### src/sv/trcc_pkg.sv
package trcc_pkg;

  localparam int SeqWidth   = 32;
  localparam int BytesWidth = 16;
  localparam int SegsWidth  = 16;
  localparam int FlagsWidth = 4;
  localparam int TimeWidth  = 32;
  localparam int CfgWidth   = 32;

  localparam int FLAG_SYN_BIT = 0;
  localparam int FLAG_FIN_BIT = 1;
  localparam int FLAG_RST_BIT = 2;
  localparam int FLAG_PSH_BIT = 3;

  localparam logic FUNC_PACKET = 1'b0;
  localparam logic FUNC_TICK   = 1'b1;

  localparam logic SRC_HELD = 1'b0;
  localparam logic SRC_PASS = 1'b1;

  localparam logic CFG_MAX_AGGREGATE_BYTES = 1'b0;
  localparam logic CFG_HOLD_TIMEOUT_US     = 1'b1;

  localparam logic [BytesWidth-1:0] MAX_BYTES_RESET = 16'hFFFF;
  localparam logic [TimeWidth-1:0]  TIMEOUT_RESET   = 32'd40000;

  localparam int QueueDepthDefault = 4;

  typedef struct packed {
    logic [SeqWidth-1:0]   seq;
    logic [SeqWidth-1:0]   ack;
    logic [BytesWidth-1:0] bytes;
    logic [SegsWidth-1:0]  segs;
    logic [FlagsWidth-1:0] flags;
  } rec_t;

  typedef struct packed {
    logic has_held;
    logic has_pass;
    rec_t held;
    rec_t pass;
  } entry_t;

endpackage

### src/sv/trcc_front.sv
module trcc_front (
  input  logic                             clk,
  input  logic                             rst,
  input  logic                             cfg_we,
  input  logic                             cfg_index,
  input  logic [trcc_pkg::CfgWidth-1:0]    cfg_data,
  input  logic                             accept,
  input  logic                             func,
  input  logic [trcc_pkg::SeqWidth-1:0]    seq_num,
  input  logic [trcc_pkg::SeqWidth-1:0]    ack_num,
  input  logic [trcc_pkg::BytesWidth-1:0]  payload_bytes,
  input  logic [trcc_pkg::FlagsWidth-1:0]  tcp_flags,
  input  logic [trcc_pkg::TimeWidth-1:0]   now_us,
  output logic                             push,
  output trcc_pkg::entry_t                 entry
);

  logic [trcc_pkg::BytesWidth-1:0] max_bytes;
  logic [trcc_pkg::TimeWidth-1:0]  timeout;

  logic                            held_valid;
  trcc_pkg::rec_t                  held;
  logic [trcc_pkg::TimeWidth-1:0]  held_stamp;

  logic                            held_valid_next;
  trcc_pkg::rec_t                  held_next;
  logic [trcc_pkg::TimeWidth-1:0]  held_stamp_next;

  logic                            ctrl_flag;
  logic                            psh;
  logic [trcc_pkg::BytesWidth:0]   merged_bytes;
  logic [trcc_pkg::SegsWidth-1:0]  merged_segs;
  logic [trcc_pkg::TimeWidth-1:0]  age;
  logic                            mergeable;
  trcc_pkg::rec_t                  arrival;
  trcc_pkg::rec_t                  merged;

  always_ff @(posedge clk) begin
    if (rst) begin
      max_bytes <= trcc_pkg::MAX_BYTES_RESET;
      timeout   <= trcc_pkg::TIMEOUT_RESET;
    end else if (cfg_we) begin
      case (cfg_index)
        trcc_pkg::CFG_MAX_AGGREGATE_BYTES: max_bytes <= cfg_data[trcc_pkg::BytesWidth-1:0];
        trcc_pkg::CFG_HOLD_TIMEOUT_US:     timeout   <= cfg_data[trcc_pkg::TimeWidth-1:0];
        default: ;
      endcase
    end
  end

  always_comb begin
    ctrl_flag = tcp_flags[trcc_pkg::FLAG_SYN_BIT] | tcp_flags[trcc_pkg::FLAG_FIN_BIT]
              | tcp_flags[trcc_pkg::FLAG_RST_BIT];
    psh = tcp_flags[trcc_pkg::FLAG_PSH_BIT];
    merged_bytes = {1'b0, held.bytes} + {1'b0, payload_bytes};
    if (held.segs == '0) begin
      merged_segs = trcc_pkg::SegsWidth'(2);
    end else if (held.segs == '1) begin
      merged_segs = held.segs;
    end else begin
      merged_segs = held.segs + trcc_pkg::SegsWidth'(1);
    end
    age = now_us - held_stamp;
    mergeable = (seq_num == held.seq + {{(trcc_pkg::SeqWidth-trcc_pkg::BytesWidth){1'b0}},
                                        held.bytes})
              && (ack_num == held.ack) && !psh && (merged_bytes <= {1'b0, max_bytes});

    arrival.seq   = seq_num;
    arrival.ack   = ack_num;
    arrival.bytes = payload_bytes;
    arrival.segs  = '0;
    arrival.flags = tcp_flags;

    merged       = held;
    merged.bytes = merged_bytes[trcc_pkg::BytesWidth-1:0];
    merged.segs  = merged_segs;

    held_valid_next = held_valid;
    held_next       = held;
    held_stamp_next = held_stamp;
    entry.has_held  = 1'b0;
    entry.has_pass  = 1'b0;
    entry.held      = held;
    entry.pass      = arrival;

    if (func == trcc_pkg::FUNC_TICK) begin
      if (held_valid && age >= timeout) begin
        entry.has_held  = 1'b1;
        held_valid_next = 1'b0;
      end
    end else if (ctrl_flag) begin
      if (held_valid) begin
        entry.has_held  = 1'b1;
        held_next       = arrival;
        held_stamp_next = now_us;
      end else begin
        entry.has_pass = 1'b1;
      end
    end else if (payload_bytes == '0) begin
      entry.has_held  = held_valid;
      entry.has_pass  = 1'b1;
      held_valid_next = 1'b0;
    end else if (!held_valid) begin
      if (psh) begin
        entry.has_pass = 1'b1;
      end else begin
        held_valid_next = 1'b1;
        held_next       = arrival;
        held_stamp_next = now_us;
      end
    end else if (mergeable) begin
      held_next  = merged;
      entry.held = merged;
      if (held.flags[trcc_pkg::FLAG_PSH_BIT] || merged_bytes >= {1'b0, max_bytes}) begin
        entry.has_held  = 1'b1;
        held_valid_next = 1'b0;
      end
    end else begin
      entry.has_held  = 1'b1;
      held_next       = arrival;
      held_stamp_next = now_us;
    end

    push = accept && (entry.has_held || entry.has_pass);
  end

  always_ff @(posedge clk) begin
    if (rst) begin
      held_valid <= 1'b0;
    end else if (accept) begin
      held_valid <= held_valid_next;
    end
  end

  always_ff @(posedge clk) begin
    if (accept) begin
      held       <= held_next;
      held_stamp <= held_stamp_next;
    end
  end

endmodule

### src/sv/trcc_queue.sv
module trcc_queue #(
  parameter int Depth = trcc_pkg::QueueDepthDefault
) (
  input  logic             clk,
  input  logic             rst,
  input  logic             push,
  input  trcc_pkg::entry_t push_entry,
  output logic             full,
  output logic             head_valid,
  output trcc_pkg::entry_t head,
  input  logic             pop
);

  localparam int PtrWidth   = (Depth > 1) ? $clog2(Depth) : 1;
  localparam int CountWidth = $clog2(Depth + 1);

  trcc_pkg::entry_t          slots [Depth];
  logic [PtrWidth-1:0]       wr_ptr;
  logic [PtrWidth-1:0]       rd_ptr;
  logic [CountWidth-1:0]     count;
  logic                      do_push;
  logic                      do_pop;

  assign full       = (count == CountWidth'(Depth));
  assign head_valid = (count != '0);
  assign head       = slots[rd_ptr];
  assign do_push    = push && !full;
  assign do_pop     = pop && head_valid;

  always_ff @(posedge clk) begin
    if (do_push) begin
      slots[wr_ptr] <= push_entry;
    end
  end

  always_ff @(posedge clk) begin
    if (rst) begin
      wr_ptr <= '0;
      rd_ptr <= '0;
      count  <= '0;
    end else begin
      if (do_push) begin
        wr_ptr <= (wr_ptr == PtrWidth'(Depth - 1)) ? '0 : wr_ptr + PtrWidth'(1);
      end
      if (do_pop) begin
        rd_ptr <= (rd_ptr == PtrWidth'(Depth - 1)) ? '0 : rd_ptr + PtrWidth'(1);
      end
      if (do_push && !do_pop) begin
        count <= count + CountWidth'(1);
      end else if (do_pop && !do_push) begin
        count <= count - CountWidth'(1);
      end
    end
  end

endmodule

### src/sv/trcc_back.sv
module trcc_back (
  input  logic                             clk,
  input  logic                             rst,
  input  logic                             head_valid,
  input  trcc_pkg::entry_t                 head,
  output logic                             pop,
  output logic                             rsp_valid,
  input  logic                             rsp_stall,
  output logic                             source,
  output logic [trcc_pkg::SeqWidth-1:0]    out_seq,
  output logic [trcc_pkg::SeqWidth-1:0]    out_ack,
  output logic [trcc_pkg::BytesWidth-1:0]  out_payload_bytes,
  output logic [trcc_pkg::SegsWidth-1:0]   out_segments,
  output logic [trcc_pkg::FlagsWidth-1:0]  out_flags,
  output logic                             last
);

  logic           second;
  logic           load;
  logic           take_held;
  trcc_pkg::rec_t rec;

  assign load      = head_valid && (!rsp_valid || !rsp_stall);
  assign take_held = head.has_held && !second;
  assign rec       = take_held ? head.held : head.pass;
  assign pop       = load && !(take_held && head.has_pass);

  always_ff @(posedge clk) begin
    if (rst) begin
      rsp_valid <= 1'b0;
      second    <= 1'b0;
    end else begin
      if (load) begin
        rsp_valid <= 1'b1;
        second    <= take_held && head.has_pass;
      end else if (!rsp_stall) begin
        rsp_valid <= 1'b0;
      end
    end
  end

  always_ff @(posedge clk) begin
    if (load) begin
      source            <= take_held ? trcc_pkg::SRC_HELD : trcc_pkg::SRC_PASS;
      out_seq           <= rec.seq;
      out_ack           <= rec.ack;
      out_payload_bytes <= rec.bytes;
      out_segments      <= rec.segs;
      out_flags         <= rec.flags;
      last              <= !(take_held && head.has_pass);
    end
  end

endmodule

### src/sv/tcp_receive_coalescing_control_unit.sv
// TCP receive-coalescing controller for one flow, working on header descriptors.
// Each accepted transaction (packet header or timer tick) is classified in the
// cycle it is accepted and yields zero, one or two results; the held aggregate
// is updated at that same edge, so a new transaction is taken every cycle while
// the result queue has room. Results leave through a registered output at one
// per cycle while rsp_stall is low; a transaction with two results (held
// aggregate, then the arriving packet) sends them in turn. Configuration must
// be written only while idle; the block does not enforce this.
module tcp_receive_coalescing_control_unit #(
  parameter int QueueDepth = trcc_pkg::QueueDepthDefault
) (
  input  logic                             clk,
  input  logic                             rst,
  input  logic                             cfg_we,
  input  logic                             cfg_index,
  input  logic [trcc_pkg::CfgWidth-1:0]    cfg_data,
  input  logic                             req_valid,
  output logic                             req_stall,
  input  logic                             func,
  input  logic [trcc_pkg::SeqWidth-1:0]    seq_num,
  input  logic [trcc_pkg::SeqWidth-1:0]    ack_num,
  input  logic [trcc_pkg::BytesWidth-1:0]  payload_bytes,
  input  logic [trcc_pkg::FlagsWidth-1:0]  tcp_flags,
  input  logic [trcc_pkg::TimeWidth-1:0]   now_us,
  output logic                             rsp_valid,
  input  logic                             rsp_stall,
  output logic                             source,
  output logic [trcc_pkg::SeqWidth-1:0]    out_seq,
  output logic [trcc_pkg::SeqWidth-1:0]    out_ack,
  output logic [trcc_pkg::BytesWidth-1:0]  out_payload_bytes,
  output logic [trcc_pkg::SegsWidth-1:0]   out_segments,
  output logic [trcc_pkg::FlagsWidth-1:0]  out_flags,
  output logic                             last
);

  logic             accept;
  logic             push;
  logic             full;
  logic             head_valid;
  logic             pop;
  trcc_pkg::entry_t push_entry;
  trcc_pkg::entry_t head;

  assign req_stall = full;
  assign accept    = req_valid && !full;

  trcc_front u_front (
    .clk           (clk),
    .rst           (rst),
    .cfg_we        (cfg_we),
    .cfg_index     (cfg_index),
    .cfg_data      (cfg_data),
    .accept        (accept),
    .func          (func),
    .seq_num       (seq_num),
    .ack_num       (ack_num),
    .payload_bytes (payload_bytes),
    .tcp_flags     (tcp_flags),
    .now_us        (now_us),
    .push          (push),
    .entry         (push_entry)
  );

  trcc_queue #(
    .Depth (QueueDepth)
  ) u_queue (
    .clk        (clk),
    .rst        (rst),
    .push       (push),
    .push_entry (push_entry),
    .full       (full),
    .head_valid (head_valid),
    .head       (head),
    .pop        (pop)
  );

  trcc_back u_back (
    .clk               (clk),
    .rst               (rst),
    .head_valid        (head_valid),
    .head              (head),
    .pop               (pop),
    .rsp_valid         (rsp_valid),
    .rsp_stall         (rsp_stall),
    .source            (source),
    .out_seq           (out_seq),
    .out_ack           (out_ack),
    .out_payload_bytes (out_payload_bytes),
    .out_segments      (out_segments),
    .out_flags         (out_flags),
    .last              (last)
  );

endmodule

### config.mk
export PLATFORM = sky130hd
export DESIGN_NAME = tcp_receive_coalescing_control_unit
export DESIGN_NICKNAME = d
export VERILOG_FILES = /design/src/sv/trcc_pkg.sv /design/src/sv/trcc_front.sv /design/src/sv/trcc_queue.sv /design/src/sv/trcc_back.sv /design/src/sv/tcp_receive_coalescing_control_unit.sv
export SDC_FILE = /design/constraint.sdc
export NUM_CORES = 1
export LEC_CHECK = 0
export BUFFER_PORTS_ARGS = -buffer_cell sky130_fd_sc_hd__buf_2
export CORE_MARGIN = 3
export CORE_UTILIZATION = 40
export DETAILED_ROUTE_END_ITERATION = 6
export GPL_TIMING_DRIVEN = 1
export HOLD_SLACK_MARGIN = 0.08
export PLACE_DENSITY_LB_ADDON = 0.2
export SLEW_MARGIN = 20
export SYNTH_ARGS = -nofsm -noshare
export SYNTH_HDL_FRONTEND = slang
export SYNTH_SLANG_ARGS = --single-unit
export TNS_END_PERCENT = 1
### constraint.sdc
create_clock -name clk -period 17.35 [get_ports clk]
set_clock_uncertainty 0.2 [all_clocks]
set_input_delay 1.735 -clock clk [delete_from_list [all_inputs] [get_ports clk]]
set_output_delay 1.735 -clock clk [all_outputs]
set_load 0.02 [all_outputs]
==> run summary, run 1 <==
The run finished with clean final reports. For the maximum root-to-sink buffer count, the log shows 3. Summing the sequential cell areas from Yosys gives 69.2% of the chip area.

The max-slew violation count was 0; the net total in the final layout was 3162. The initial antenna violation count is 30. The most common cell in the synthesized netlist is sky130_fd_sc_hd__edfxtp_1. For the worst setup path, the data arrival time is 8210 ps.

The run gives 154 as the maximum number of pins on one net before global-route repair. Synthesis inferred 1038 register bits. The initialized floorplan defines 121 standard-cell rows.

The path type of the worst min-delay path is flop to flop. The hold violation total from the final report is 0, and the die extent in x is 338 um. Measured along the y axis, the die boundary spans 338 um. The worst setup path is captured at a flop. The count of nets left with antenna violations once routing finished came out at 0. The library cell used as clock root buffer is sky130_fd_sc_hd__clkbuf_16. In this run the worst path has a maximum fanout of 146. The run gives 1539 as the iteration-0 DRC count of the detailed router. Among all flip-flop cells after synthesis, the most frequent one is sky130_fd_sc_hd__edfxtp_1. The fraction of layout instances using a drive strength above 1 is 25.5%, and the total setup violations reported at the end of the flow is 0.

The number of buffers added on ports works out to 258. Counting instances in the post-synthesis netlist gives the leading cell types as sky130_fd_sc_hd__edfxtp_1, sky130_fd_sc_hd__mux4_2, sky130_fd_sc_hd__nand2_1, sky130_fd_sc_hd__mux2_2, sky130_fd_sc_hd__ha_1. The clock-pin transition on the worst setup and hold timing paths was 60 ps. The register share of total power was 46.3%; the mean instance size in the synthesized netlist was 17.0 um^2.

Critical path class: input port to flop. For this run, asynchronously set or reset flops after synthesis account for 0%. The switching fraction of total power is 27.2%, and the post-route setup TNS is 0 ps. The internal power of the cells totals 4940 uW.

The logs give 0 for the number of buffers inserted by post-CTS setup repair and 0 for the total of warnings raised by yosys. For this design the static power due to leakage is 0.0172 uW. The number of CTS-inserted buffers was 107; the number of enable-type register cells in the synthesized netlist was 978. Setup repair after global routing left no endpoint under its margin. Measured against its own limit, the worst slew margin works out to 24.7%. Signal routing reaches up to met5. The routability congestion estimate came out at 0.874.

The tools report the worst-case setup margin in the final layout as 9240 ps. The startpoint identified for the worst hold timing path is u_front.timeout[17]$_SDFFE_PP0P_. In this run the critical register-to-register path is launched from u_front.held[21]$_DFFE_PP_. The global-route congestion overflow total is 0, and the critical path required time is 17440 ps. The area share of the largest cell type after synthesis is 66.5%, and the area overhead of the layout relative to synthesis is 14.7%. The largest area contributor in the netlist was sky130_fd_sc_hd__edfxtp_1. The count of distinct cell types in the synthesized netlist was 69; the boundary pin count was 259. The tools report the overall track demand over capacity in global routing as 17.6%.

The initial utilization of the core area, before any placement, comes to 40.4%. After synthesis the cells add up to 44200 um^2. The detailed router put a total of 42.3 mm of wire on met1.

The logs give 2879 for the number of nets produced by synthesis and 0 for the residual DRC count. TritonCTS built the clock tree. In the detailed route, the total length drawn on met2 is 49.5 mm. After detailed routing, the met3 layer carries 6.07 mm of wire. The switching power summed over all nets is 1850 uW. The mean routed wirelength per cell was 22.7 um. For this block, the routed nets add up to 101 mm of wire. The run gives 109000 um^2 as the core area.

Yosys attributes the largest share of cell area to sky130_fd_sc_hd__edfxtp_1, sky130_fd_sc_hd__mux4_2, sky130_fd_sc_hd__ha_1. The clock drives 1038 sinks. The detailed-router iteration count before antenna repair is 5. OpenSTA, run right after detailed placement, puts the worst setup slack at 8450 ps. At the pin with the least slew margin, the transition time is 1130 ps. Clock latency on the worst-skew pair, taken at its later pin, is 680 ps. The worst-case IR drop observed on VDD is 0.0000814 V. Power share of the clock group: 33.0%. Max-cap violations in this run came to 0. After clock tree synthesis, the repair step resized 0 gates. The combinational group share of total power is 20.7%, and the power density over the cells is 134 nW/um^2. Count of fill cells added during filler insertion: 9361.

The kind of start point of the critical path was an input port. The end-of-flow core utilization came out at 46.4%. The detailed placement HPWL is 64.1 mm.

After technology mapping, the gate count stands at 2601. The first global-routing pass estimated 154 mm of wire. The die covers 114000 um^2. The number of H-tree branching levels came out at 3. The peak clock frequency supported by timing is 123 MHz, and the detail-routed via count per cell is 5.27. The routed layout has 23.5k vias. In the finished design, the share of the clock period the worst path needs comes to 46.8%. The critical path starts at now_us[0].

Shortest period the worst path allows: 8110 ps. The run gives 24.8k as the via count of the first global-routing pass. The internal reg-to-reg setup slack was 9830 ps; the count of hold-fix buffers inserted at cts was 0.
-- path summary, 6_finish.rpt --
| kind | end | cells past startpoint |
|---|---|---|
| worst max-delay path | u_queue.slots[2][45]$_DFFE_PP_ | 27 |
| worst min-delay path | u_front.timeout[17]$_SDFFE_PP0P_ | 2 |
| worst max register to register | u_queue.slots[2][114]$_DFFE_PP_ | 23 |
| worst min register to register | u_front.timeout[17]$_SDFFE_PP0P_ | 2 |
-- per-layer routing --
layer	GRT usage, %	up-vias
met4	5.41	22
met3	3.94	208
met5	0	-
li1	-	10700
met1	23.0	11900
met2	29.5	610
-- cells in the final DEF, fill, tap and decap left out, types with 20 or more instances in the layout --
cell / count
sky130_fd_sc_hd__a211oi_1: 20
sky130_fd_sc_hd__a21o_1: 27
sky130_fd_sc_hd__a21oi_1: 99
sky130_fd_sc_hd__and2_1: 70
sky130_fd_sc_hd__buf_2: 257
sky130_fd_sc_hd__clkbuf_1: 21
sky130_fd_sc_hd__clkbuf_16: 113
sky130_fd_sc_hd__dfxtp_1: 58
sky130_fd_sc_hd__edfxtp_1: 978
sky130_fd_sc_hd__ha_1: 119
sky130_fd_sc_hd__inv_1: 110
sky130_fd_sc_hd__mux2_2: 120
sky130_fd_sc_hd__mux4_2: 186
sky130_fd_sc_hd__nand2_1: 130
sky130_fd_sc_hd__nand3_1: 36
sky130_fd_sc_hd__nand4_1: 27
sky130_fd_sc_hd__nor2_1: 89
sky130_fd_sc_hd__nor2b_1: 27
sky130_fd_sc_hd__o21ai_0: 40
sky130_fd_sc_hd__xnor2_1: 93
sky130_fd_sc_hd__xor2_1: 44
-- stage by stage --
stage | area [um^2] | total power, uW | hold WS (ps) | cells
final | 50600 | 6790 | 258 | 4453
after detailed placement | 47100 | 4640 | 249 | 4250
after floorplan | 44200 | 4170 | 236 | 2601
after global routing | 50600 | 7090 | 278 | 4445
after CTS | 50600 | 6900 | 257 | 4442
after global placement | 47100 | 4620 | 243 | 4250
-- power by group through the flow --
| stage | clock network, uW | registers [uW] | logic (uW) |
|---|---|---|---|
| after CTS | 2300 | 3150 | 1440 |
| after floorplan | 0 | 3340 | 829 |
| final | 2240 | 3150 | 1400 |
| after global placement | 0 | 3200 | 1420 |
| after detailed placement | 0 | 3200 | 1430 |
| after global routing | 2400 | 3170 | 1520 |
-- layout make-up --
| type | count | area, um^2 | area share, % |
|---|---|---|---|
| Timing Repair Buffer | 274 | 1510 | 2.99 |
| Antenna cell | 10 | 25.0 | 0.0494 |
| Clock buffer | 135 | 2920 | 5.77 |
| Multi-Input combinational cell | 1353 | 12800 | 25.3 |
| Inverter | 110 | 413 | 0.816 |
| Tap cell | 1476 | 1850 | 3.65 |
| Clock inverter | 57 | 515 | 1.02 |
| Sequential cell | 1038 | 30600 | 60.4 |
-- registers in the layout, summed over array words and instances, names as in the netlist, named ones only --
signal                    flops
u_back.source                 1
u_queue.wr_ptr                2
u_back.second                 1
u_back.out_seq               32
u_queue.slots               744
u_back.out_payload_bytes     16
u_back.out_segments          16
u_front.max_bytes            16
u_queue.rd_ptr                2
u_back.last                   1
u_back.rsp_valid              1
u_back.out_ack               32
u_front.held_stamp           32
u_front.timeout              32
u_queue.count                 3
u_front.held_valid            1
u_back.out_flags              4
u_front.held                100
-- critical path: stages --
cell and delay, ps:
sky130_fd_sc_hd__buf_2 110, sky130_fd_sc_hd__inv_1 50, sky130_fd_sc_hd__ha_1 150, sky130_fd_sc_hd__inv_1 60
sky130_fd_sc_hd__fa_1 400, sky130_fd_sc_hd__a21o_1 170, sky130_fd_sc_hd__a21oi_1 240, sky130_fd_sc_hd__nor2b_1 100
sky130_fd_sc_hd__o21ai_0 330, sky130_fd_sc_hd__o21ai_0 190, sky130_fd_sc_hd__a41o_1 290, sky130_fd_sc_hd__o41a_1 410
sky130_fd_sc_hd__a311o_1 420, sky130_fd_sc_hd__a31oi_1 210, sky130_fd_sc_hd__xnor2_1 150, sky130_fd_sc_hd__ha_1 170
sky130_fd_sc_hd__a21o_1 100, sky130_fd_sc_hd__a21o_1 100, sky130_fd_sc_hd__a21oi_1 60, sky130_fd_sc_hd__o211ai_1 170
sky130_fd_sc_hd__a21oi_1 120, sky130_fd_sc_hd__o21ai_0 120, sky130_fd_sc_hd__and3_1 210, sky130_fd_sc_hd__a21oi_1 70
sky130_fd_sc_hd__a21oi_1 480, sky130_fd_sc_hd__and2_4 710, sky130_fd_sc_hd__buf_12 710
-- kinds of logic (layout without fill, tap and decap cells) --
| family | count (synthesis) | count (layout) | share of synthesized area, % |
|---|---|---|---|
| AO/OA/AOI/OAI | 286 | 286 | 4.21 |
| XOR/XNOR | 137 | 137 | 2.72 |
| adder cells (fa/ha/maj) | 123 | 123 | 3.55 |
| buffers and inverters | 210 | 576 | 1.83 |
| flip-flops | 1038 | 1038 | 69.2 |
| multiplexers | 314 | 314 | 12.7 |
| other | 0 | 10 | 0 |
| AND/OR/NAND/NOR | 493 | 493 | 5.73 |
(Power assumes the default switching activity.)
==> run 2, diff against run 1 <==
==> constraint.sdc (replaced) <==
create_clock -name clk -period 7.82 [get_ports clk]
set_clock_uncertainty 0.2 [all_clocks]
set_input_delay 0.782 -clock clk [delete_from_list [all_inputs] [get_ports clk]]
set_output_delay 0.782 -clock clk [all_outputs]
set_load 0.02 [all_outputs]
==> run 2 against run 1 <==
- combinational power increased by 120%
- sequential cell count unchanged
- critical path depth increased by 5
- non-clock buffer count increased by 45
- die area unchanged
- clock-buffer cell count increased by 10
- sequential share of layout area decreased by 0.61 points
- largest power group unchanged
==> run summary, run 2 (synthesis gave the netlist of run 1 again) <==
The flow ran to the end, and the final reports show no timing, DRC or antenna violations. The cell leakage power is 0.0175 uW (was 0.0172 uW), and the number of buffers added on ports is 258 (unchanged). The logs give 259 (unchanged) for the boundary pin count and 1038 (unchanged) for the number of sinks handled by clock tree synthesis.

The tools report the worst slew margin relative to its limit as 29.9% (was 24.7%). The switching power summed over all nets was 4050 uW (was 1850 uW). Total setup violations reported at the end of the flow: 0 (unchanged). The met2 track demand over resource in global routing was 30.7% (was 29.5%). For the clock latency of the later-clocked register in the worst-skew pair, the log shows 680 ps (about the same). The worst path uses 92.5% of the clock period.

The post-cts resize count is 0 (unchanged). The switching fraction of total power came out at 27.0% (was 27.2%). The height of the chip works out to 338 um (unchanged). The number of buffers inserted by post-CTS setup repair is 0 (unchanged), and the area overhead of the layout relative to synthesis is 15.8% (was 14.7%).

The logs give 65.8 mm (was 64.1 mm) for the detailed placement HPWL and 0 (unchanged) for the max-slew violation count. The net total in the final layout was 3209 (was 3162). The detailed-router iteration count before antenna repair was 5 (unchanged). The tools report the residual DRC count as 0 (unchanged). The clock period could shrink to 7240 ps. Setup repair after global routing left no endpoint under its margin.

The tools report the maximum root-to-sink buffer count as 3 (unchanged). The reg-to-reg critical path endpoint was u_queue.slots[2][104]$_DFFE_PP_ (was u_queue.slots[2][114]$_DFFE_PP_). The die extent in x works out to 338 um (unchanged).

The library cell used as clock root buffer is sky130_fd_sc_hd__clkbuf_16 (unchanged). The count of hold-fix buffers inserted at cts is 32 (was 0). The largest driver fanout on the critical path came out at 7 (was 146). The logs give 0 (unchanged) for the number of maximum-capacitance constraint violations and 23.1% (was 23.0%) for the met1 routing resource usage after global routing. The cell row count was 121 (unchanged). The critical path required time is 8220 ps (was 17440 ps).

The most frequent standard cell in the layout excluding fill and tap cells was sky130_fd_sc_hd__edfxtp_1 (unchanged). Combinational group share of total power: 20.8% (was 20.7%). The path type of the worst min-delay path is input port to flop (was flop to flop). Fraction of layout instances using a drive strength above 1: 25.3% (was 25.5%). The top register by number of flip-flops is u_queue.slots (unchanged). Kind of start point of the critical path: an input port (unchanged).

Commonest non-fill, non-tap cells in the layout: sky130_fd_sc_hd__edfxtp_1, sky130_fd_sc_hd__buf_2, sky130_fd_sc_hd__mux4_2, sky130_fd_sc_hd__nand2_1, sky130_fd_sc_hd__mux2_2 (unchanged). The tools report the startpoint of the lowest-slack hold path as now_us[7] (was u_front.timeout[17]$_SDFFE_PP0P_). Initial antenna violation count: 20 (was 30).

TritonCTS built the clock tree. Register share of total power: 46.4% (was 46.3%). The cell with the largest stage delay on the worst path is sky130_fd_sc_hd__dlygate4sd3_1 (was sky130_fd_sc_hd__and2_4).

The tools report the starting utilization of the core area as 40.4% (unchanged). The terminating pin of the worst hold path is u_front.held_stamp[7]$_DFFE_PP_ (was u_front.timeout[17]$_SDFFE_PP0P_). Top flop regs: u_queue.slots x744, u_front.held x100 (unchanged). For the internal power consumption, the log shows 11000 uW (was 4940 uW).

The logs give 7640 ps (was 8210 ps) for the signal arrival time at the worst endpoint and 138 MHz for the peak clock frequency supported by timing. Overall track demand over capacity in global routing: 17.7% (was 17.6%). The power density over the cells works out to 294 nW/um^2 (was 134 nW/um^2). The run gives 25.0k (was 24.8k) as the via count of the first global-routing pass. For the hold violation total from the final report, the log shows 0 (unchanged).

The worst flop-to-flop path startpoint is u_front.held[21]$_DFFE_PP_ (unchanged). The end-of-flow core utilization was 46.9% (was 46.4%). Clock-pin transition on the worst setup and hold timing paths: 60 ps (about the same). The delay contributed by the slowest stage of the critical path came out at 530 ps (was 710 ps).

The detail-routed via count per cell is 5.25 (was 5.27). The transition time at the pin with the least slew margin came out at 1050 ps (was 1130 ps). The capturing element type of the critical path is a flop (unchanged). The power share of the clock group was 32.8% (was 33.0%). The critical path class was input port to flop (unchanged).

Length in cells of the worst reg-to-reg path: 22 (was 23). For the global-route track usage on met3, the log shows 3.32% (was 3.94%). The tools report the die area as 114000 um^2 (unchanged).

The tools report the worst hold slack as 133 ps (was 258 ps). The logs give 147 (was 154) for the maximum number of pins on one net before global-route repair and 0 (unchanged) for the count of nets left with antenna violations after detail routing. The logs give 650 ps (was 9830 ps) for the internal reg-to-reg setup slack and 0 (unchanged) for the global-route congestion overflow total.

Number of H-tree branching levels: 3 (unchanged). The routed wire length was 102 mm (was 101 mm); the count of vias placed by the detailed router was 23.7k (was 23.5k). The routability congestion estimate is 0.848 (was 0.874). The iteration-0 DRC count of the detailed router is 1725 (was 1539), and the mean routed wirelength per cell is 22.5 um (was 22.7 um). The most frequent cell on the critical path was sky130_fd_sc_hd__a21oi_1 (unchanged). For the number of CTS-inserted buffers, the log shows 109 (was 107). The number of stages on the worst hold path was 1 (was 2); the core area was 109000 um^2 (unchanged).

The layer with the highest usage is met2 (unchanged). The count of fill cells added during filler insertion is 9375 (was 9361), and the flip-flop count of the largest register after layout is 744 (unchanged). For the wire length of the first global-routing pass, the log shows 155 mm (was 154 mm).

The tools report the maximum ir drop on the vdd rail as 0.000659 V (was 0.0000814 V).
run 2: cell count changes in the layout (fill, tap and decap cells not counted), moves of 2 or more:
cell,change
sky130_fd_sc_hd__clkbuf_1,+8
sky130_fd_sc_hd__clkbuf_16,-2
sky130_fd_sc_hd__diode_2,+2
sky130_fd_sc_hd__dlygate4sd3_1,+32
sky130_fd_sc_hd__clkinv_4,-2
sky130_fd_sc_hd__buf_4,+6
sky130_fd_sc_hd__inv_4,-2
sky130_fd_sc_hd__buf_12,+9
sky130_fd_sc_hd__clkinv_1,+7
sky130_fd_sc_hd__clkbuf_8,+4
sky130_fd_sc_hd__clkinvlp_4,-3
run 2: per-layer routing:
metal / wire length [um] / vias to the layer above
met2: 50900 / 582
met4: 1910 / 6
met1: 43100 / 12100
li1: - / 10800
met3: 5580 / 133
met5: 38 / -
run 2: power groups by stage:
stage | Clock, uW | Combinational (uW) | Sequential (uW)
floorplan | 0 | 1840 | 7410
global placement | 0 | 3170 | 7080
detailed placement | 0 | 3190 | 7090
CTS | 5060 | 3220 | 6980
global route | 5290 | 3390 | 7020
finish | 4920 | 3120 | 6970
run 2: worst max path at each step:
stage,start,endpoint,slack (ps),cells past startpoint
final,now_us[0],u_queue.count[2]$_SDFFE_PP0P_,580,32
after global routing,now_us[0],u_queue.count[2]$_SDFFE_PP0P_,210,32
after CTS,now_us[0],u_queue.count[2]$_SDFFE_PP0P_,670,32
after detailed placement,payload_bytes[0],u_queue.slots[1][117]$_DFFE_PP_,380,22
after global placement,payload_bytes[0],u_queue.slots[1][105]$_DFFE_PP_,470,22
after floorplan,now_us[0],u_queue.slots[0][0]$_DFFE_PP_,-2030,25
run 2: final cells by class:
| cell class | count | area, um^2 | area share, % |
|---|---|---|---|
| antenna | 12 | 30.0 | 0.0587 |
| clock buffer | 145 | 2960 | 5.78 |
| clock inverter | 56 | 484 | 0.947 |
| sequential | 1038 | 30600 | 59.8 |
| inverter | 110 | 413 | 0.807 |
| timing repair buffer | 319 | 2020 | 3.95 |
| tap | 1476 | 1850 | 3.61 |
| multi-input combinational | 1353 | 12800 | 25.1 |
run 2: stage by stage:
stage	std cells	setup slack [ps]	TNS (ps)	total power, uW	cell area, um^2
2_1_floorplan	2601	-2030	-1131400	9250	44200
3_3_place_gp	4264	474	0	10200	47300
4_1_cts	4497	674	0	15300	51100
6_report	4509	583	0	15000	51100
5_1_grt	4497	208	0	15700	51100
3_5_place_dp	4264	382	0	10300	47300
run 2: worst max-delay path: cells and delay by family:
kind	cells	cell delay (ps)
AOI/OAI and AO/OA	17	3700
buffers and inverters	5	830
xor gates and xnor gates	2	330
and+or+nand+nor	3	620
adders and majority gates	5	1370
==> run 3, diff against run 2 <==
--- a/config.mk
+++ b/config.mk
@@ -5,6 +5,7 @@
 export SDC_FILE = /design/constraint.sdc
 export NUM_CORES = 1
 export LEC_CHECK = 0
+export ABC_AREA = 1
 export BUFFER_PORTS_ARGS = -buffer_cell sky130_fd_sc_hd__buf_2
 export CORE_MARGIN = 3
 export CORE_UTILIZATION = 40
==> run 3 against run 2 <==
- setup slack improved by 1100 ps
- cell count rose by 31%
- core utilization shrank 0.34 points
- global-route usage is 2.3 points higher
- critical path depth down 1
- first-iteration DRC count up 20%
- power increased by 8.7%
- sequential share of layout area shrank 1.4 points
- largest cell class unchanged
- highest routed layer unchanged
==> run summary, run 3 <==
The global-route congestion overflow total is 0 (unchanged). Commonest cells in the synthesized netlist: sky130_fd_sc_hd__edfxtp_1, sky130_fd_sc_hd__nor2_1, sky130_fd_sc_hd__nand2_1, sky130_fd_sc_hd__o21ai_0, sky130_fd_sc_hd__inv_1 (was sky130_fd_sc_hd__edfxtp_1, sky130_fd_sc_hd__mux4_2, sky130_fd_sc_hd__nand2_1, sky130_fd_sc_hd__mux2_2, sky130_fd_sc_hd__ha_1). The maximum root-to-sink buffer count came out at 3 (unchanged).

Dominant cells by area after synthesis: sky130_fd_sc_hd__edfxtp_1, sky130_fd_sc_hd__nor2_1, sky130_fd_sc_hd__o21ai_0 (was sky130_fd_sc_hd__edfxtp_1, sky130_fd_sc_hd__mux4_2, sky130_fd_sc_hd__ha_1). The fraction of layout instances using a drive strength above 1 is 12.2% (was 25.3%), and the count of hold-fix buffers inserted at cts is 34 (was 32). The transition time at the pin with the least slew margin is 1370 ps (was 1050 ps). The path type of the worst min-delay path is input port to flop (unchanged). Post-synthesis instance total: 4055 (was 2601).

The post-route setup TNS is 0 ps (unchanged), and the overall track demand over capacity in global routing is 19.9% (was 17.7%). The run gives 16300 uW (was 15000 uW) as the sum of internal, switching and leakage power. The share of the yosys chip area belonging to registers was 67.2% (was 69.2%). The most frequent standard cell in the layout excluding fill and tap cells was sky130_fd_sc_hd__edfxtp_1 (unchanged).

The area fraction in and, or, nand and nor cells after synthesis came out at 12.7% (was 5.73%). The shortest period the worst path allows was 6120 ps (was 7240 ps). The final instance area was 52400 um^2 (was 51100 um^2); the clock-pin transition on the worst setup and hold timing paths was 60 ps (about the same). Top flop regs: u_queue.slots x744, u_front.held x100 (unchanged). The cell family contributing the most delay on the critical path was simple AND/OR/NAND/NOR gates (was compound AO/OA/AOI/OAI gates). Setup repair after global routing left no endpoint under its margin. The height of the chip is 343 um (was 338 um). The die extent in x is 343 um (was 338 um), and the cell row count is 123 (was 121). The run gives 0 (unchanged) as the number of buffers inserted by post-CTS setup repair. The number of nets produced by synthesis is 4333 (was 2879). Capturing element type of the critical path: a flop (unchanged). The flip-flop count of the largest register after layout works out to 744 (unchanged). The startpoint of the lowest-slack hold path is ack_num[0] (was now_us[7]).

The largest driver fanout on the critical path came out at 61 (was 7). The logs give 0 (unchanged) for the max-slew violation count and 164 MHz (was 138 MHz) for the peak clock frequency supported by timing. Most common cell in the synthesized netlist: sky130_fd_sc_hd__edfxtp_1 (unchanged). The launch point of the critical path is now_us[0] (unchanged). The area share of the largest cell type after synthesis came out at 64.6% (was 66.5%). The worst-case setup margin in the final layout was 1700 ps (was 583 ps); the multiplexer share of the synthesized area was 0% (was 12.7%). The run gives 3 (unchanged) as the number of H-tree branching levels. The routed wire length came out at 119 mm (was 102 mm). The number of stages on the worst hold path is 1 (unchanged), and the via count of the first global-routing pass is 29.2k (was 25.0k). The terminating pin of the worst hold path is u_queue.slots[2][20]$_DFFE_PP_ (was u_front.held_stamp[7]$_DFFE_PP_). The detail-routed via count per cell works out to 5.10 (was 5.25). The maximum number of pins on one net before global-route repair was 192 (was 147).

The tools report the starting utilization of the core area as 40.4% (about the same). Total setup violations reported at the end of the flow: 0 (unchanged). Commonest non-fill, non-tap cells in the layout: sky130_fd_sc_hd__edfxtp_1, sky130_fd_sc_hd__nor2_1, sky130_fd_sc_hd__nand2_1, sky130_fd_sc_hd__o21ai_0, sky130_fd_sc_hd__inv_1 (was sky130_fd_sc_hd__edfxtp_1, sky130_fd_sc_hd__buf_2, sky130_fd_sc_hd__mux4_2, sky130_fd_sc_hd__nand2_1, sky130_fd_sc_hd__mux2_2). The tools report the number of sinks handled by clock tree synthesis as 1038 (unchanged). The post-cts resize count was 0 (unchanged). Reg-to-reg critical path endpoint: u_front.held[3]$_DFFE_PP_ (was u_queue.slots[2][104]$_DFFE_PP_). The die area was 118000 um^2 (was 114000 um^2). The predominant post-synthesis flop cell is sky130_fd_sc_hd__edfxtp_1 (unchanged).

The logs give 73.7 mm (was 65.8 mm) for the detailed placement HPWL and 112 (was 109) for the number of CTS-inserted buffers. TritonCTS built the clock tree. The total of warnings raised by yosys was 0 (unchanged). The period utilization was 78.2% (was 92.5%); the count of distinct cell types in the synthesized netlist was 50 (was 69).

The run gives 259 (unchanged) as the boundary pin count. The length in cells of the worst reg-to-reg path works out to 24 (was 22). The library cell used as clock root buffer is sky130_fd_sc_hd__clkbuf_16 (unchanged). The cell area reported after detailed placement is 48400 um^2 (was 47300 um^2), and the detailed-router iteration count before antenna repair is 5 (unchanged). The most frequent cell on the critical path was sky130_fd_sc_hd__nand2_1 (was sky130_fd_sc_hd__a21oi_1). The largest area contributor in the netlist is sky130_fd_sc_hd__edfxtp_1 (unchanged).

The internal reg-to-reg setup slack was 1840 ps (was 650 ps); the iteration-0 DRC count of the detailed router was 2064 (was 1725). The net total in the final layout was 4597 (was 3209); the mean routed wirelength per cell was 20.0 um (was 22.5 um). The power density over the cells came out at 312 nW/um^2 (was 294 nW/um^2).

The flow ran to the end, and the final reports show no timing, DRC or antenna violations. The kind of start point of the critical path is an input port (unchanged). The final non-filler cell total is 5927 (was 4509), and the worst slew margin relative to its limit is 8.94% (was 29.9%). For the wire length of the first global-routing pass, the log shows 179 mm (was 155 mm). The delay contributed by the slowest stage of the critical path was 570 ps (was 530 ps); the number of enable-type register cells in the synthesized netlist was 978 (unchanged). The tools report the cell leakage power as 0.0200 uW (was 0.0175 uW).

Largest family of logic cells by synthesized area: simple AND/OR/NAND/NOR gates (was multiplexers). The run gives 0 (unchanged) as the count of nets left with antenna violations after detail routing. For the post-synthesis cell area, the log shows 45500 um^2 (was 44200 um^2).

The synthesized-area fraction occupied by adder cells is 3.45% (was 3.55%), and the number of placed instances, taps included is 5670 (was 4264). For the number of maximum-capacitance constraint violations, the log shows 0 (unchanged). The cell with the largest stage delay on the worst path is sky130_fd_sc_hd__nor2_4 (was sky130_fd_sc_hd__dlygate4sd3_1). The run gives 720 ps (was 680 ps) as the clock latency of the later-clocked register in the worst-skew pair. The area overhead of the layout relative to synthesis was 15.2% (was 15.8%). The xor and xnor area share after synthesis is 1.81% (was 2.72%). The maximum ir drop on the vdd rail was 0.000275 V (was 0.000659 V); the core area was 113000 um^2 (was 109000 um^2). Top register by number of flip-flops: u_queue.slots (unchanged). For the count of vias placed by the detailed router, the log shows 30.2k (was 23.7k). The critical path required time was 7960 ps (was 8220 ps); the number of buffers added on ports was 258 (unchanged). The number of storage elements in the synthesis netlist was 1038 (unchanged); the compound-gate portion of the synthesized area was 10.3% (was 4.21%). The logs give 6250 ps (was 7640 ps) for the signal arrival time at the worst endpoint and 0.893 (was 0.848) for the routability congestion estimate. The number of buffers and inverters on the critical path was 5 (unchanged); the fraction of registers with async set/reset was 0% (unchanged). The hold violation total from the final report is 0 (unchanged), and the pre-CTS setup slack is 1450 ps (was 382 ps).

The initial antenna violation count is 28 (was 20). The mean instance size in the synthesized netlist came out at 11.2 um^2 (was 17.0 um^2). The logic depth of the worst setup path including buffers works out to 31 (was 32). The critical path class is input port to flop (unchanged). The worst flop-to-flop path startpoint is u_front.held[22]$_DFFE_PP_ (was u_front.held[21]$_DFFE_PP_). The tools report the residual DRC count as 0 (unchanged).
==> run 3: cell types whose count changed in the layout (fill, tap and decap cells not counted), sizes merged, moves of 28 or more <==
cell / previous run / this run
nor2b: 28 / 0
nand2: 131 / 481
mux4: 186 / 0
nand3: 36 / 71
inv: 113 / 347
nor2: 90 / 795
a21oi: 100 / 136
a31oi: 10 / 93
o22ai: 6 / 89
o21ai: 43 / 475
mux2: 120 / 0
and2: 76 / 0
xnor2: 93 / 30
==> run 3: cell type report <==
class / count / area [um^2]
fill: 10400 / 60300
antenna: 12 / 30.0
multi-input combinational: 2499 / 12900
sequential: 1038 / 30600
tap: 1500 / 1880
clock inverter: 76 / 636
clock buffer: 134 / 2960
inverter: 340 / 1290
timing repair buffer: 328 / 2090
==> run 3: how the worst max path moves through the flow <==
stage / endpoint / slack (ps)
final: u_queue.slots[3][44]$_DFFE_PP_ / 1700
after global routing: u_queue.slots[3][144]$_DFFE_PP_ / 1100
after CTS: u_queue.slots[3][44]$_DFFE_PP_ / 1660
after detailed placement: u_front.held_stamp[30]$_DFFE_PP_ / 1450
after global placement: u_front.held[3]$_DFFE_PP_ / 1530
after floorplan: u_queue.slots[0][0]$_DFFE_PP_ / -1520
==> run 3: cells by family (layout without fill, tap and decap cells) <==
logic type / count (synthesis) / in the layout
xor gates and xnor gates: 94 / 94
other: 0 / 12
buffers and inverters: 518 / 878
adders and majority gates: 123 / 123
DFF: 1038 / 1038
AOI/OAI and AO/OA: 848 / 848
and+or+nand+nor: 1434 / 1434
==> run 3: through the flow <==
stage	hold slack (ps)	utilization [%]
3_5_place_dp	253	43.0
5_1_grt	106	46.5
2_1_floorplan	235	-
4_1_cts	85.7	46.5
6_report	134	46.5
3_3_place_gp	249	43.0
==> run 3: where the power goes <==
part | total [uW] | internal, uW | leakage [uW] | switching [uW]
Combinational | 4050 | 1120 | 0.00877 | 2940
Clock | 5150 | 2930 | 0.00175 | 2220
Sequential | 7120 | 6900 | 0.00947 | 226
Total | 16300 | 10900 | 0.0200 | 5380
==> run 3: worst register-to-register path, stage by stage, from the launching register on <==
cell	delay [ps]
sky130_fd_sc_hd__edfxtp_1	540
sky130_fd_sc_hd__ha_1	420
sky130_fd_sc_hd__nand3_1	90
sky130_fd_sc_hd__nand2_1	120
sky130_fd_sc_hd__nand2_1	70
sky130_fd_sc_hd__o211ai_1	170
sky130_fd_sc_hd__a31oi_1	190
sky130_fd_sc_hd__o21ai_0	290
sky130_fd_sc_hd__nand3_1	110
sky130_fd_sc_hd__nand2_1	110
sky130_fd_sc_hd__nand3_1	80
sky130_fd_sc_hd__nand2_1	80
sky130_fd_sc_hd__xor2_1	290
sky130_fd_sc_hd__inv_1	90
sky130_fd_sc_hd__ha_1	350
sky130_fd_sc_hd__nand3_1	90
sky130_fd_sc_hd__nor2_1	140
sky130_fd_sc_hd__nand3_1	110
sky130_fd_sc_hd__nand3_1	110
sky130_fd_sc_hd__a21oi_2	90
sky130_fd_sc_hd__nand4_4	90
sky130_fd_sc_hd__buf_4	640
sky130_fd_sc_hd__nand2_1	210
sky130_fd_sc_hd__inv_4	370
sky130_fd_sc_hd__buf_4	490
==> run 3: per-layer routing <==
layer  wire (um)  vias up  track usage (%)
met4        3530       16             6.19
met2       56300      789             32.9
met1       51300    14500             26.5
met5         108        -                0
met3        7350      197             3.96
li1            -    14700                -
